File: src/rtl/mfmc_pkg.sv
// shared constants and types for the max flow engine
`default_nettype none
package mfmc_pkg;

  localparam int NODES_DEF = 64;
  localparam int CAP_W     = 17;
  localparam int FLOW_W    = 22;
  localparam int NODE_FW   = 6;
  localparam int MASK_W    = 64;
  localparam int IN_DW     = 40;
  localparam int OUT_DW    = 88;

  localparam logic [CAP_W-1:0]  CAP_MAX  = 17'h1ffff;
  localparam logic [FLOW_W-1:0] FLOW_MAX = 22'h3fffff;

  localparam logic [1:0] CMD_ADD   = 2'd0;
  localparam logic [1:0] CMD_RUN   = 2'd1;
  localparam logic [1:0] CMD_CLEAR = 2'd2;

  typedef enum logic [1:0] {
    OP_MIN      = 2'd0,
    OP_SUB      = 2'd1,
    OP_ADD_CAP  = 2'd2,
    OP_ADD_FLOW = 2'd3
  } alu_op_t;

endpackage
`default_nettype wire

File: src/rtl/mfmc_alu.sv
// shared min / subtract / saturating add unit
`default_nettype none
module mfmc_alu (
  input  var mfmc_pkg::alu_op_t               op,
  input  wire logic [mfmc_pkg::FLOW_W-1:0]    a,
  input  wire logic [mfmc_pkg::FLOW_W-1:0]    b,
  output logic      [mfmc_pkg::FLOW_W-1:0]    y
);
  import mfmc_pkg::*;

  logic [FLOW_W:0] sum;

  always_comb begin
    sum = {1'b0, a} + {1'b0, b};
    unique case (op)
      OP_MIN:      y = (a < b) ? a : b;
      OP_SUB:      y = a - b;
      OP_ADD_CAP:  y = (sum > {6'd0, CAP_MAX}) ? {5'd0, CAP_MAX} : sum[FLOW_W-1:0];
      OP_ADD_FLOW: y = (sum > {1'b0, FLOW_MAX}) ? FLOW_MAX : sum[FLOW_W-1:0];
      default:     y = a;
    endcase
  end
endmodule
`default_nettype wire

File: config.mk
export PLATFORM = sky130hd
export DESIGN_NAME = mfmc_alu
export DESIGN_NICKNAME = d
export VERILOG_FILES = /design/src/rtl/mfmc_pkg.sv /design/src/rtl/mfmc_alu.sv
export SDC_FILE = /design/constraint.sdc
export NUM_CORES = 1
export LEC_CHECK = 0
export BUFFER_PORTS_ARGS = -buffer_cell sky130_fd_sc_hd__buf_2
export CAP_MARGIN = 20
export CORE_MARGIN = 3
export CORE_UTILIZATION = 63
export DETAILED_ROUTE_END_ITERATION = 12
export PLACE_DENSITY = 0.9
export REMOVE_ABC_BUFFERS = 1
export SLEW_MARGIN = 20
export SYNTH_ARGS = -nofsm -noshare
export SYNTH_HDL_FRONTEND = slang
export SYNTH_SLANG_ARGS = --single-unit
File: constraint.sdc
create_clock -name vclk -period 8.4
set_input_delay 0.42 -clock vclk [all_inputs]
set_output_delay 0.42 -clock vclk [all_outputs]
set_load 0.02 [all_outputs]
Word level (Yosys, flattened, before mapping)
Index checks and enable logic that the tools add are counted.
{"block": "word_totals", "wordCells": 13, "regBits": 0, "out_inout_bits": 22, "in_bits": 46}
{"block": "classes", "reduce_logical": 1, "mux": 4, "add_sub_neg": 2, "n_lt_le_gt_ge": 3, "eq_ne": 3}
{"cell": "$pmux 22 s4", "n": 1}
{"cell": "$mux 22", "n": 3}
{"cell": "$add 22x22->23", "n": 1}
{"cell": "$gt 23x17->1 const B", "n": 1}
{"cell": "$gt 23x22->1 const B", "n": 1}
{"cell": "$lt 22x22->1", "n": 1}
{"cell": "$sub 22x22->22", "n": 1}
{"cell": "$eq 2x2->1 const B", "n": 2}
{"cell": "$eq 2x1->1 const B", "n": 1}
{"cell": "$logic_not 2->1", "n": 1}

Logic depth before layout (Yosys ltp)
{"block": "logic_depth", "depth_word": 4, "mapped_depth": 14, "depth_no_buf": 12}

Worst setup path before layout
Ideal clock, no wire load.
{"block": "synth_timing", "path_kind": "input-to-output", "from": "input b[11] in the netlist's numbering", "to": "output y[10] in the netlist's numbering", "arrival_ps": 3285, "setup_slack_ps": 4695, "n_path_buf": 0, "required_ps": 7980, "path_stages": 10, "path_cell_list": "inv_1 ha_1 nor2b_1 or4_4 or4_4 a2111oi_0 a211oi_2 o211ai_1 nor3_1 a311oi_1"}
{"block": "synth_between", "elab_chain_cells": 4, "elab_cells_between_ends": 8, "cone_classes": "1 x add/sub; 3 x order compare; 4 x mux"}
{"item": "start, declared", "line_no": "mfmc_alu.sv:6", "rtl": "input wire logic [mfmc_pkg::FLOW_W-1:0] b,"}
{"item": "$add 22x22->23", "line_no": "mfmc_alu.sv:14", "rtl": "sum = {1'b0, a} + {1'b0, b};"}
{"item": "$gt 23x22->1 / $gt 23x17->1 (equally long branches)", "line_no": "mfmc_alu.sv:19, mfmc_alu.sv:18"}
{"item": "$mux 22, on equally long branches", "line_no": "mfmc_alu.sv:19, mfmc_alu.sv:18"}
{"item": "$pmux 22 s4 (*)", "line_no": "mfmc_alu.sv:15", "rtl": "unique case (op)"}
{"item": "end, declared", "line_no": "mfmc_alu.sv:7", "rtl": "output logic [mfmc_pkg::FLOW_W-1:0] y"}
Mark *: on every way between the ends. The rest lies on a longest branch, timed or not.

Worst setup path in the final report
{"block": "layout_timing", "from": "input b[11] in the netlist's numbering", "to": "output y[4] in the netlist's numbering"}
Same word-level chain as after synthesis.

==> results.md <==
* Grt ovf at 0
* Pwr Density at between 80 and 90 nW/µm²
* Wl on met1 at around 4.4 mm
* Adder-Cell Fraction of Synth Area at 18.2%
* Synth Cell Area at 3240 µm²
* Drt wl/cell at 17.8 µm
* Post-Syn Area per Cell at slightly below 7 µm²
* Post-route ant nets at 0
* Detailed placement HPWL at about 8.1 mm
* Critical Path RT at about 8 ns
* CTS Hold Bufs at 0
* Largest family of logic cells by synthesized area: compound AO/OA/AOI/OAI gates
* Core area at 4850 µm²
* Hold slack at 1.23 ns
* Hold Crit Depth at 3
* First-iteration detailed-routing DRC count at 517
* Uppermost layer routed: met4
* Post-synthesis compound-gate area fraction at 38.2%
* # IOs at ~70
* Vias at between 4000 and 5000
* RD Place Congestion at 0.928
* Netlist cell types at 62
* Met3 routed WL at between 1 and 1.5 mm
* Multiplexer area fraction after synthesis at roughly 6.0%
* Tcrit/Tclk final at 53.1%
* Crit Path Class: input port to output pin
* Final nets at around 620
* Post-CTS setup buffers at 0
* Top cells by area, synth: ha_1, a21oi_1, mux2i_1
* Worst Setup Start Kind: input port
* Total GRT Usage at about a third
* Fmax at 0.224 GHz
* Slew headroom at 44.3%
* Crit path DAT at between 4 and 5 ns
* Initial antenna violation count at 0
* Maximum vdd ir drop at about 0.05 mV
* Share of the synthesized area in the top cell type at between 10% and 20%
* Area Growth Syn to Fin at 10.6%
* Critical Path Sink Type: output pin
* Worst slew pin tran at around 0.83 ns
* P_leak at between 1.5 and 2 nW
* Final setup viols at 0
* Hold violation count in the final report at 0
* Starting Density at about two thirds
* Leading area contributor after synthesis: ha_1
* Rows at 25
* CP Max Fanout at 14
* Sequential fraction of the synthesis area at 0%
* WHS Endpoint: y[18]
* Post-synthesis xor/xnor area fraction at between 4 and 5%
* Residual DRC at 0
* CP max stage cell: o41ai_4
* RSZ-0062 raised after global routing: no
* Max-slew violation count at 0
* Die area at roughly 6000 µm²
* Port bufs at 68
* Setup_tns at 0 ns
* Detail Route met2 WL at about 4.7 mm
* Largest net degree at the start of global routing at 32
* Drt via density at approximately 7
* Worst stage delay on the critical path at around 0.77 ns
* # clk buffers at 0
* DRT Wirelength at 10.5 mm
* Simple-gate area share of the yosys netlist at roughly a quarter
* Area occupied by registers at 0 µm²
* Wire length of the first global-routing pass at 16.8 mm
* HP Start: op[0]
* Hold WC Path Type: input port to output pin
* Status: complete, no violations
* Crit path cell chain: buf_2 > inv_1 > ha_1 > nor2b_1 > or4_4 > or4_4 > and2_1 > a211oi_2 > nand2_1 > o41ai_4 > a32oi_1 > buf_2
* Post-CTS sizing at 0
* Die W at around 80 µm
* Die span in y at 77.7 µm
* Number of diodes at 0
* Share of layout cells above drive strength 1 at ~17%
* Seq cells at 0
* Max Cap Viol at 0
* Ys Warns at 0
* Vias in the first global route at about 3700
* Period minus WS final at ~4.5 ns
* Cells after synthesis at 480
* First-pass detailed-route iteration total at 5
[Yosys cell counts, types with 9 or more instances]
| cell | number |
|---|---|
| ha_1 | 44 |
| inv_1 | 43 |
| a21oi_1 | 38 |
| nor2_1 | 38 |
| o21ai_0 | 27 |
| nand2_1 | 25 |
| nor3_1 | 20 |
| clkbuf_1 | 19 |
| mux2i_1 | 17 |
| nor2b_1 | 12 |
| xnor2_1 | 12 |
| or3_1 | 10 |
| a32oi_1 | 9 |
[layout by cell type (no fill, tap or decap), types with 3 or more instances in the layout]
cell        n
nor4_1      7
nand4_1     3
mux2i_1    17
o2111ai_1   6
nand2b_1    7
a21oi_1    38
xnor2_1    12
a2111oi_0   5
o21ai_0    27
inv_1      43
nor2_1     38
nand2_1    25
or3_1      10
o31ai_1     4
and2_1      5
o211ai_1    6
o32ai_1     3
a211oi_1    8
o21a_1      8
buf_2      68
and3_1      5
a31oi_1     6
o22ai_1     5
a21o_1      8
nand3_1     8
a32oi_1     9
ha_1       44
nor3b_1     3
nor2b_1    12
xor2_1      5
o41ai_1     4
nor3_1     20
or2_2       5
o21bai_1    8
a31o_2      6
[cell families after synthesis]
kind of cell,Yosys count
XOR/XNOR,17
multiplexers,19
AND/OR/NAND/NOR,156
buffers and inverters,69
AO/OA/AOI/OAI,173
adder cells (fa/ha/maj),46
[critical path, delay by kind of cell]
kind	cells	cell delay [ns]
compound gates	3	1.26
fa+ha+maj	1	0.52
buf+inv	3	0.36
simple gates	5	1.49
[area by class of cell]
class                           count  area [µm²]
Timing Repair Buffer               70         355
Inverter                           44         165
Multi-Input combinational cell    411        2980
Fill cell                         438        1270
Tap cell                           67        83.8
[layer usage]
| metal | vias to the layer above | global-route usage [%] |
|---|---|---|
| met5 | - | 0 |
| met4 | 0 | 8.54 |
| met3 | 41 | 1.62 |
| met2 | 273 | 56.1 |
| met1 | 1855 | 44.2 |
| li1 | 1908 | - |
[worst max path at each step]
stage,from,to,cells past startpoint
floorplan,b[11],y[10],10
global placement,b[11],y[0],12
detailed placement,b[11],y[4],12
CTS,b[11],y[4],12
global route,b[11],y[4],12
finish,b[11],y[4],12
[report_power, final]
part           total [mW]  switching [mW]  internal, mW  leakage [nW]
combinational       0.310           0.192         0.118          1.65
sequential              0               0             0             0
clock                   0               0             0             0
[through the flow]
step / instances / area [µm²] / worst slack, ns / util [%] / total power, mW
2_1_floorplan: 455 / 3140 / 4.52 / - / 0.217
3_3_place_gp: 592 / 3580 / 4.14 / 73.8 / 0.294
3_5_place_dp: 592 / 3580 / 4.04 / 73.8 / 0.300
4_1_cts: 592 / 3580 / 4.04 / 73.8 / 0.302
5_1_grt: 592 / 3580 / 3.84 / 73.8 / 0.335
6_report: 592 / 3580 / 3.94 / 73.8 / 0.310
Note: power is estimated with default switching activity, not from simulation.
